$ cat src/rtl/lpd_pkg.sv
// lpd_pkg: shared types and constants for the length-prefix deframer
// no dependencies; imported by every module of the deframer

package lpd_pkg;

	// input opcodes
	localparam logic OP_BYTE  = 1'b0;
	localparam logic OP_CLEAR = 1'b1;

	// register reset value and header size
	localparam logic [31:0] MAX_FRAME_RESET = 32'd4096;
	localparam logic [1:0]  HDR_LAST_IDX    = 2'd3;

	// queue between front and back
	localparam int unsigned QDEPTH = 2;
	localparam int unsigned QPTR_W = (QDEPTH > 1) ? $clog2(QDEPTH) : 1;
	localparam int unsigned QCNT_W = $clog2(QDEPTH + 1);

	// word kind decided by the front
	typedef enum logic {
		KIND_BYTE,
		KIND_CLEAR
	} kind_t;

	// classified word carried through the queue
	typedef struct packed {
		kind_t       kind;
		logic [7:0]  data;
	} item_t;

	// parser state in the back
	typedef enum logic [1:0] {
		ST_HEADER,
		ST_PAYLOAD,
		ST_ERROR
	} pstate_t;

	// one result word
	typedef struct packed {
		logic        byte_valid;
		logic [7:0]  payload_byte;
		logic        frame_last;
		logic        error_flag;
	} result_t;

endpackage

$ cat src/rtl/lpd_front.sv
// lpd_front: input register stage that accepts words and classifies them
// depends on lpd_pkg

module lpd_front
	import lpd_pkg::*;
(
	input  logic        clk,
	input  logic        arst_n,
	input  logic        in_valid,
	output logic        in_ready,
	input  logic        opcode,
	input  logic [7:0]  data_byte,
	output logic        push_valid,
	input  logic        push_ready,
	output item_t       push_item
);

	logic  valid_s1;
	item_t item_s1;

	// stage frees up when empty or when its word moves into the queue
	assign in_ready   = !valid_s1 || push_ready;
	assign push_valid = valid_s1;
	assign push_item  = item_s1;

	// stage valid flag
	always_ff @(posedge clk or negedge arst_n) begin
		if (!arst_n) begin
			valid_s1 <= 1'b0;
		end else if (in_ready) begin
			valid_s1 <= in_valid;
		end
	end

	// classify the opcode and hold the byte
	always_ff @(posedge clk) begin
		if (in_ready && in_valid) begin
			item_s1.kind <= (opcode == OP_CLEAR) ? KIND_CLEAR : KIND_BYTE;
			item_s1.data <= data_byte;
		end
	end

endmodule

$ cat src/rtl/lpd_queue.sv
// lpd_queue: short register queue between the front and the back
// depends on lpd_pkg

module lpd_queue
	import lpd_pkg::*;
(
	input  logic  clk,
	input  logic  arst_n,
	input  logic  push_valid,
	output logic  push_ready,
	input  item_t push_item,
	output logic  pop_valid,
	input  logic  pop_ready,
	output item_t pop_item
);

	item_t               mem_q [QDEPTH];
	logic [QPTR_W-1:0]   wr_ptr_q;
	logic [QPTR_W-1:0]   rd_ptr_q;
	logic [QCNT_W-1:0]   count_q;
	logic                push;
	logic                pop;

	assign push_ready = (count_q != QCNT_W'(QDEPTH));
	assign pop_valid  = (count_q != '0);
	assign pop_item   = mem_q[rd_ptr_q];
	assign push       = push_valid && push_ready;
	assign pop        = pop_valid && pop_ready;

	// pointers and fill count
	always_ff @(posedge clk or negedge arst_n) begin
		if (!arst_n) begin
			wr_ptr_q <= '0;
			rd_ptr_q <= '0;
			count_q  <= '0;
		end else begin
			if (push) begin
				wr_ptr_q <= (wr_ptr_q == QPTR_W'(QDEPTH - 1)) ? '0 : wr_ptr_q + 1'b1;
			end
			if (pop) begin
				rd_ptr_q <= (rd_ptr_q == QPTR_W'(QDEPTH - 1)) ? '0 : rd_ptr_q + 1'b1;
			end
			unique case ({push, pop})
				2'b10:   count_q <= count_q + 1'b1;
				2'b01:   count_q <= count_q - 1'b1;
				default: count_q <= count_q;
			endcase
		end
	end

	// entry storage
	always_ff @(posedge clk) begin
		if (push) begin
			mem_q[wr_ptr_q] <= push_item;
		end
	end

endmodule

$ cat src/rtl/lpd_back.sv
// lpd_back: header parser, payload counter, error flag and result register
// depends on lpd_pkg; holds the max_frame_bytes register

module lpd_back
	import lpd_pkg::*;
(
	input  logic         clk,
	input  logic         arst_n,
	input  logic         cfg_valid,
	output logic         cfg_ready,
	input  logic [31:0]  cfg_data,
	input  logic         pop_valid,
	output logic         pop_ready,
	input  item_t        pop_item,
	output logic         out_valid,
	input  logic         out_ready,
	output result_t      result
);

	pstate_t      st_q;
	pstate_t      st_d;
	logic [1:0]   hdr_cnt_q;
	logic [23:0]  len_q;
	logic [31:0]  rem_q;
	logic [31:0]  max_q;
	logic         out_valid_q;
	result_t      res_q;
	result_t      res_d;
	logic         advance;
	logic         is_clear;
	logic         hdr_done;
	logic [31:0]  full_len;
	logic         bad_len;
	logic         rem_last;

	assign cfg_ready = 1'b1;
	assign out_valid = out_valid_q;
	assign result    = res_q;

	// take a word when the result register is free or being drained
	assign pop_ready = !out_valid_q || out_ready;
	assign advance   = pop_valid && pop_ready;
	assign is_clear  = (pop_item.kind == KIND_CLEAR);

	// header completion and length check
	assign hdr_done = (hdr_cnt_q == HDR_LAST_IDX);
	assign full_len = {pop_item.data, len_q};
	assign bad_len  = (full_len == '0) || (full_len > max_q);
	assign rem_last = (rem_q == 32'd1);

	// next state
	always_comb begin
		st_d = st_q;
		if (advance) begin
			if (is_clear) begin
				st_d = ST_HEADER;
			end else begin
				unique case (st_q)
					ST_HEADER: begin
						if (hdr_done) begin
							st_d = bad_len ? ST_ERROR : ST_PAYLOAD;
						end
					end
					ST_PAYLOAD: begin
						if (rem_last) begin
							st_d = ST_HEADER;
						end
					end
					ST_ERROR: st_d = ST_ERROR;
					default:  st_d = ST_HEADER;
				endcase
			end
		end
	end

	// result word
	always_comb begin
		res_d = '0;
		if (!is_clear) begin
			unique case (st_q)
				ST_HEADER: begin
					res_d.error_flag = hdr_done && bad_len;
				end
				ST_PAYLOAD: begin
					res_d.byte_valid   = 1'b1;
					res_d.payload_byte = pop_item.data;
					res_d.frame_last   = rem_last;
				end
				ST_ERROR: res_d.error_flag = 1'b1;
				default:  res_d = '0;
			endcase
		end
	end

	// parser registers
	always_ff @(posedge clk or negedge arst_n) begin
		if (!arst_n) begin
			st_q      <= ST_HEADER;
			hdr_cnt_q <= '0;
			len_q     <= '0;
			rem_q     <= '0;
		end else if (advance) begin
			st_q <= st_d;
			if (is_clear) begin
				hdr_cnt_q <= '0;
				len_q     <= '0;
				rem_q     <= '0;
			end else if (st_q == ST_HEADER) begin
				hdr_cnt_q <= hdr_cnt_q + 1'b1;
				// little-endian byte placement, upper byte joins at completion
				unique case (hdr_cnt_q)
					2'd0:    len_q[7:0]   <= pop_item.data;
					2'd1:    len_q[15:8]  <= pop_item.data;
					2'd2:    len_q[23:16] <= pop_item.data;
					default: len_q        <= '0;
				endcase
				if (hdr_done && !bad_len) begin
					rem_q <= full_len;
				end
			end else if (st_q == ST_PAYLOAD) begin
				rem_q <= rem_q - 32'd1;
			end
		end
	end

	// max frame length register
	always_ff @(posedge clk or negedge arst_n) begin
		if (!arst_n) begin
			max_q <= MAX_FRAME_RESET;
		end else if (cfg_valid && cfg_ready) begin
			max_q <= cfg_data;
		end
	end

	// result register valid
	always_ff @(posedge clk or negedge arst_n) begin
		if (!arst_n) begin
			out_valid_q <= 1'b0;
		end else if (pop_ready) begin
			out_valid_q <= pop_valid;
		end
	end

	// result register payload
	always_ff @(posedge clk) begin
		if (advance) begin
			res_q <= res_d;
		end
	end

endmodule

$ cat src/rtl/length_prefix_deframer.sv
// Length-prefix deframer: each word is a stream byte or a clear command. Four
// header bytes give a little-endian 32-bit payload length; the following
// bytes come out one result word each, the final one flagged frame_last. A
// zero length or one above max_frame_bytes raises error_flag on that word and
// on every later byte until a clear. Every accepted word yields exactly one
// result word. Throughput is one word per cycle while out_ready keeps the
// result register draining; a word passes through the input stage, the queue
// and the result register before its result word is presented.
// max_frame_bytes resets to 4096 and is written through the cfg channel.
// depends on lpd_pkg, lpd_front, lpd_queue, lpd_back

module length_prefix_deframer
	import lpd_pkg::*;
(
	input  logic         clk,
	input  logic         arst_n,
	input  logic         cfg_valid,
	output logic         cfg_ready,
	input  logic [31:0]  cfg_data,
	input  logic         in_valid,
	output logic         in_ready,
	input  logic         opcode,
	input  logic [7:0]   data_byte,
	output logic         out_valid,
	input  logic         out_ready,
	output logic         byte_valid,
	output logic [7:0]   payload_byte,
	output logic         frame_last,
	output logic         error_flag
);

	logic    push_valid;
	logic    push_ready;
	item_t   push_item;
	logic    pop_valid;
	logic    pop_ready;
	item_t   pop_item;
	result_t result;

	// accept and classify
	lpd_front u_front (
		.clk        (clk),
		.arst_n     (arst_n),
		.in_valid   (in_valid),
		.in_ready   (in_ready),
		.opcode     (opcode),
		.data_byte  (data_byte),
		.push_valid (push_valid),
		.push_ready (push_ready),
		.push_item  (push_item)
	);

	// decoupling queue
	lpd_queue u_queue (
		.clk        (clk),
		.arst_n     (arst_n),
		.push_valid (push_valid),
		.push_ready (push_ready),
		.push_item  (push_item),
		.pop_valid  (pop_valid),
		.pop_ready  (pop_ready),
		.pop_item   (pop_item)
	);

	// parse and emit
	lpd_back u_back (
		.clk       (clk),
		.arst_n    (arst_n),
		.cfg_valid (cfg_valid),
		.cfg_ready (cfg_ready),
		.cfg_data  (cfg_data),
		.pop_valid (pop_valid),
		.pop_ready (pop_ready),
		.pop_item  (pop_item),
		.out_valid (out_valid),
		.out_ready (out_ready),
		.result    (result)
	);

	assign byte_valid   = result.byte_valid;
	assign payload_byte = result.payload_byte;
	assign frame_last   = result.frame_last;
	assign error_flag   = result.error_flag;

endmodule

$ cat config.mk
export PLATFORM = sky130hd
export DESIGN_NAME = length_prefix_deframer
export DESIGN_NICKNAME = d
export VERILOG_FILES = /design/src/rtl/lpd_pkg.sv /design/src/rtl/lpd_front.sv /design/src/rtl/lpd_queue.sv /design/src/rtl/lpd_back.sv /design/src/rtl/length_prefix_deframer.sv
export SDC_FILE = /design/constraint.sdc
export NUM_CORES = 1
export LEC_CHECK = 0
export BUFFER_PORTS_ARGS = -buffer_cell sky130_fd_sc_hd__buf_2
export CAP_MARGIN = 20
export CORE_MARGIN = 5
export CORE_UTILIZATION = 65
export CTS_BUF_LIST = sky130_fd_sc_hd__clkbuf_8 sky130_fd_sc_hd__clkbuf_16
export DETAILED_ROUTE_END_ITERATION = 8
export GPL_TIMING_DRIVEN = 1
export PLACE_DENSITY_LB_ADDON = 0.12
export SETUP_SLACK_MARGIN = 0.15
export SYNTH_ARGS = -nofsm -noshare
export SYNTH_HDL_FRONTEND = slang
export SYNTH_SLANG_ARGS = --single-unit
$ cat constraint.sdc
create_clock -name clk -period 6.8 [get_ports clk]
set_input_delay 1.36 -clock clk [delete_from_list [all_inputs] [get_ports clk]]
set_output_delay 1.36 -clock clk [all_outputs]
set_load 0.03 [all_outputs]
==> qor.txt, run 1 <==
Largest net degree at the start of global routing = 64
Final WL = 19.10 mm
Global-route usage over all layers = 30.54%
Final worst-path setup slack = 2.526 ns
Final GP Congestion = 0.9541
Vias = 6138
Vias in the first global route = 6140
Worst-margin pin slew = 0.8599 ns
Worst-path clk slew = 0.06 ns
Final antenna-violating net count = 0
Adder-cell share of the synthesized area = 6.818%
DR iter-0 viols = 706
Hpwl dp = 13.39 mm
Outcome = finished clean
Crit Path Max Fanout = 32
CP Launch Point = u_queue.rd_ptr_q
Syn_nets = 818
R2R cell count = 11
CTS H-tree lvls = 4
Die area = 13210 sq um
TritonRoute pass-1 iters = 7
Avg Inst Size Synth = 9.764 sq um
Nets = 867
DR WL/cell = 20.42 um
Pwr per Cell Area = 496.6 nW/um^2
Synth cell types = 60
Initial Util = 66.31%
Die Height = 114.9 um
CORE AREA = 10790 sq um
Largest family of logic cells by synthesized area = compound AO/OA/AOI/OAI gates
Worst r2r src = u_queue.rd_ptr_q
Fmax = 0.2340 GHz
Top FF cell, synth = dfrtp_1
Worst VDD drop = 0.3495 mV
Post-synth ARST share = 72.06%
Clock Tree Root = clkbuf_8
Clock Tree Buf Depth = 2
# port buffers = 58
Fillers = 761
Worst setup SP type = flop
Post-cts sizing count = 0
DR vias/cell = 6.565
CP Data Arrival Time = 4.66 ns
Number of hold buffers added after CTS = 0
Sink Count = 136
Area grow syn2layout = 13.85%
Horiz. Die Dim = 114.9 um
Final-report hold violation count = 0
Slew Limit Headroom = 42.67%
Period utilization = 62.85%
Post-Synth Simple-Gate Area = 15.79%
Post-CTS Setup Bufs = 0
TNS Setup = 0 ns
Synthesized area = 7157 sq um
Yosys warns = 0
EDFF count, synth = 38
RR Endpoint = u_back.rem_q[14]
Post-Place Setup Slack = 2.559 ns
Total chip power = 4.046 mW
Num CTS Buffers = 17
Count of final setup violators = 0
Worst Clk Skew = 0.007045 ns
Share of cells above drive strength 1 = 14.09%
Fin. max-slew vios = 0
CTS tree = yes
Seq cells post-synth = 136
XOR/XNOR share of the synthesized area = 0.6119%
Fin crit period = 4.274 ns
Min-Delay Path Class = flop to flop
Post-detailed-route DRC marker count = 0
Synth Instances = 733
Post-synthesis mux area share = 1.993%
Most common cell after layout, fill and taps aside = dfrtp_1
Ports = 60
Critical Path End = u_back.rem_q[14]
Critical path class = flop to flop
Compound-Gate Fraction of Synth Area = 19.32%
Initial antenna violation count = 0
Commonest non-fill, non-tap cells in the layout = dfrtp_1, nand2_1, o21ai_0
Clock Latency Late Sink = 0.54 ns
Max-cap check violation count = 0
Register-to-register setup slack = 2.53 ns
Setup crit end kind = flop
Grt ovf = 0
WP data required = 7.18 ns
Antenna diode count = 0
Pleak = 3.570 nW
RSZ-0062 raised after global routing = no
Seq/Total Area, Yosys = 50.23%
Utilization after layout = 75.49%
First-pass GRT wire length = 31.11 mm
Row cnt = 38
-- through the flow --
step	cells	hold WS, ns	cell area (sq um)
after global placement	900	0.4236	7511
after global routing	935	0.4630	8148
after detailed placement	900	0.4321	7511
after CTS	932	0.4468	8120
after floorplan	733	0.4215	7157
final	935	0.4479	8148
-- worst min path at each step --
stage	endpoint	slack [ns]	cells past startpoint	start
after global routing	u_queue.mem_q[1][3]	0.46	0	u_front.push_item[3]
after detailed placement	u_queue.mem_q[0][7]	0.43	0	u_front.push_item[7]
after global placement	u_queue.mem_q[0][3]	0.42	0	u_front.push_item[3]
final	u_queue.mem_q[1][3]	0.45	0	u_front.push_item[3]
after CTS	u_queue.mem_q[1][7]	0.45	0	u_front.push_item[7]
after floorplan	u_queue.mem_q[0][0]	0.42	0	u_front.push_item[0]
-- cell usage after synthesis (5+ instances only) --
cell type  instances  area [sq um]
a21oi_1           32         160.2
a22oi_1            9         67.56
a32oi_1           10         87.58
buf_2              5         25.02
clkbuf_1          28         105.1
dfrtp_1           97          2427
edfxtp_1          38          1141
ha_1              39         488.0
inv_1             53         198.9
mux2i_1           12         120.1
nand2_1           95         356.6
nand2b_1          12         75.07
nand3_1           11         55.05
nand3b_1           5         37.54
nand4_1           15         93.84
nor2_1            42         157.7
nor3_1            18         90.09
nor4_1            16         100.1
o211ai_1          17         127.6
o21ai_0           69         345.3
o221ai_1           9         78.83
o31ai_1           28         210.2
-- final cells by class --
| class | instances | area [sq um] | share of cell area, % |
|---|---|---|---|
| flip-flops and latches | 136 | 3595 | 44.12 |
| multi-input cells | 506 | 3197 | 39.24 |
| clock buffers | 19 | 441.7 | 5.421 |
| repair buffers | 68 | 372.9 | 4.576 |
| inverters | 53 | 198.9 | 2.442 |
| well taps | 140 | 175.2 | 2.150 |
| clock inverters | 13 | 167.7 | 2.058 |
-- sequential cells by signal, summed over array words and instances (netlist names) --
signal              cells
u_back.st_q             2
u_back.rem_q           32
u_queue.wr_ptr_q        1
u_front.push_item       9
u_back.max_q           32
u_back.hdr_cnt_q        2
u_queue.count_q         2
u_back.len_q           24
u_back.result          11
u_back.out_valid        1
u_front.push_valid      1
u_queue.mem_q          18
u_queue.rd_ptr_q        1
-- worst max-delay path: stages (launching register included) --
cell,delay (ns)
dfrtp_1,0.70
mux2i_1,0.65
inv_1,0.17
ha_1,0.36
nand4_1,0.13
or2_2,0.30
nor3_1,0.19
nor4_1,0.08
a22oi_1,0.23
buf_4,0.40
o21a_2,0.66
o21ai_0,0.22
-- power by group --
group	switching, mW	total, mW	internal, mW
logic	1.24	1.80	0.557
registers	0.222	1.31	1.09
clock network	0.359	0.941	0.582
total	1.82	4.05	2.22
-- metal layers --
layer | GRT usage [%] | part of all wire (%)
met2 | 50.35 | 50
met5 | 0 | 0
met3 | 6.053 | 7.8
met4 | 14.40 | 3.7
met1 | 39.01 | 39
-- cell families (layout without fill, tap and decap cells) --
family / after synthesis / after routing
and+or+nand+nor: 237 / 237
buffers and inverters: 91 / 153
AOI/OAI and AO/OA: 210 / 210
xor gates and xnor gates: 5 / 5
other: 1 / 1
adders and majority gates: 39 / 39
muxes: 14 / 14
DFF: 136 / 136
Power figures use the tool's default switching activity.
==> run 2: changes to the inputs <==
- CORE_UTILIZATION: 65 -> 54
- clock period: 6.8 -> 3.8 ns (I/O delays scaled with it)
==> qor.txt, run 2 (synthesis gave the netlist of run 1 again) <==
Outcome = finished clean
Fin. max-slew vios = 0
Number of hold buffers added after CTS = 0
R2R cell count = 10
Count of final setup violators = 0
Worst Clk Skew = 0.009896 ns
CTS H-tree lvls = 4
Antenna diode count = 0
Crit Path Max Fanout = 23
Critical path class = flop to flop
CP Data Arrival Time = 3.64 ns
Clock Latency Late Sink = 0.42 ns
Most common cell after layout, fill and taps aside = dfrtp_1
Power share of the combinational group = 44.9%
TritonRoute pass-1 iters = 5
CORE AREA = 13140 sq um
Worst path bufs/invs = 3
Vias = 6069
Grt ovf = 0
Nets = 885
DR WL/cell = 20.04 um
Switching power = 3.306 mW
Crit path largest cell delay = 0.86 ns
Period utilization = 87.21%
Initial Util = 54.48%
Hpwl dp = 14.14 mm
Pwr per Cell Area = 909.7 nW/um^2
Final WL = 19.82 mm
TNS Setup = 0 ns
Slew Limit Headroom = 37.37%
Final GP Congestion = 0.9009
Sink Count = 136
Clock Tree Root = clkbuf_16
Area grow syn2layout = 17.40%
Utilization after layout = 63.95%
Share of cells above drive strength 1 = 16.24%
Initial antenna violation count = 0
DR iter-0 viols = 625
Worst-margin pin slew = 0.9158 ns
Int Power = 4.338 mW
CP cell instances = inv_1, ha_1, nand4_1, a2111oi_0, o41ai_1, a22oi_1, buf_4, o21a_2, buf_12, mux2i_1
Die Height = 125.1 um
Final antenna-violating net count = 0
Vias in the first global route = 6236
Largest net degree at the start of global routing = 64
Worst setup SP type = flop
Setup crit end kind = flop
CP top delay family = compound AO/OA/AOI/OAI gates
Clock share of power = 24.6%
Fmax = 0.3018 GHz
Die area = 15660 sq um
Sw frac = 43.25%
Max-cap check violation count = 0
RSZ-0062 raised after global routing = no
Non-filler instance count after layout = 989
Fin crit period = 3.314 ns
Final-report hold violation count = 0
Post-cts sizing count = 0
First-pass GRT wire length = 32.10 mm
Horiz. Die Dim = 125.1 um
Clock Tree Buf Depth = 2
Row cnt = 42
Worst VDD drop = 0.5267 mV
Worst-path clk slew = 0.06 ns
WP depth = 10
Reg power frac = 30.5%
WP data required = 4.13 ns
Min-Delay Path Class = input pin to async pin
Commonest non-fill, non-tap cells in the layout = dfrtp_1, nand2_1, o21ai_0
CTS tree = yes
Pleak = 3.684 nW
Post-detailed-route DRC marker count = 0
Largest regs = u_back.max_q x32, u_back.rem_q x32, u_back.len_q x24
Ports = 60
Num CTS Buffers = 17
# port buffers = 58
DR vias/cell = 6.137
Global-route usage over all layers = 25.90%
Slowest CP cell = a2111oi_0
Cells after DPL = 957
Post-CTS Setup Bufs = 0
==> run 2: worst paths after layout <==
check / startpoint / to / slack [ns]
min in group clk: u_front.push_item[5] / u_queue.mem_q[0][5] / 0.44
worst min register to register: u_front.push_item[5] / u_queue.mem_q[0][5] / 0.44
worst max register to register: u_back.max_q[12] / u_back.rem_q[1] / 0.49
worst min-delay path: arst_n / u_back.max_q[10] / 0.39
worst max-delay path: u_back.max_q[12] / u_back.rem_q[1] / 0.49
max in group asynchronous: arst_n / u_back.max_q[12] / 2.55
==> run 2: layout make-up <==
cell class	instances	area, sq um
Inverter	53	198.9
Fill cell	1062	4736
Timing Repair Buffer	86	515.5
Multi-Input combinational cell	506	3197
Tap cell	176	220.2
Clock inverter	15	249.0
Clock buffer	17	425.4
Sequential cell	136	3596
==> run 2: per-layer routing <==
layer	part of all wire, %	vias up	global-route usage [%]
met1	40	2935	32.34
li1	-	2824	-
met5	0	-	0
met4	3.9	0	12.63
met3	6.7	64	6.994
met2	49	246	41.92
==> run 2: power by group through the flow <==
stage / Combinational, mW / Clock [mW] / Sequential, mW
2_1_floorplan: 2.18 / 0 / 2.29
3_3_place_gp: 3.26 / 0 / 2.33
3_5_place_dp: 3.34 / 0 / 2.34
4_1_cts: 3.38 / 1.91 / 2.32
5_1_grt: 3.76 / 1.97 / 2.38
6_report: 3.43 / 1.88 / 2.33
==> run 2: through the flow <==
stage | instance area (sq um) | setup slack, ns | hold slack, ns | total power, mW
global placement | 7726 | 0.5773 | 0.4228 | 5.594
CTS | 8401 | 0.3920 | 0.4119 | 7.607
finish | 8402 | 0.4862 | 0.3879 | 7.643
detailed placement | 7726 | 0.4481 | 0.4307 | 5.681
global route | 8402 | 0.3235 | 0.4420 | 8.110
floorplan | 7157 | 0.7901 | 0.4215 | 4.468
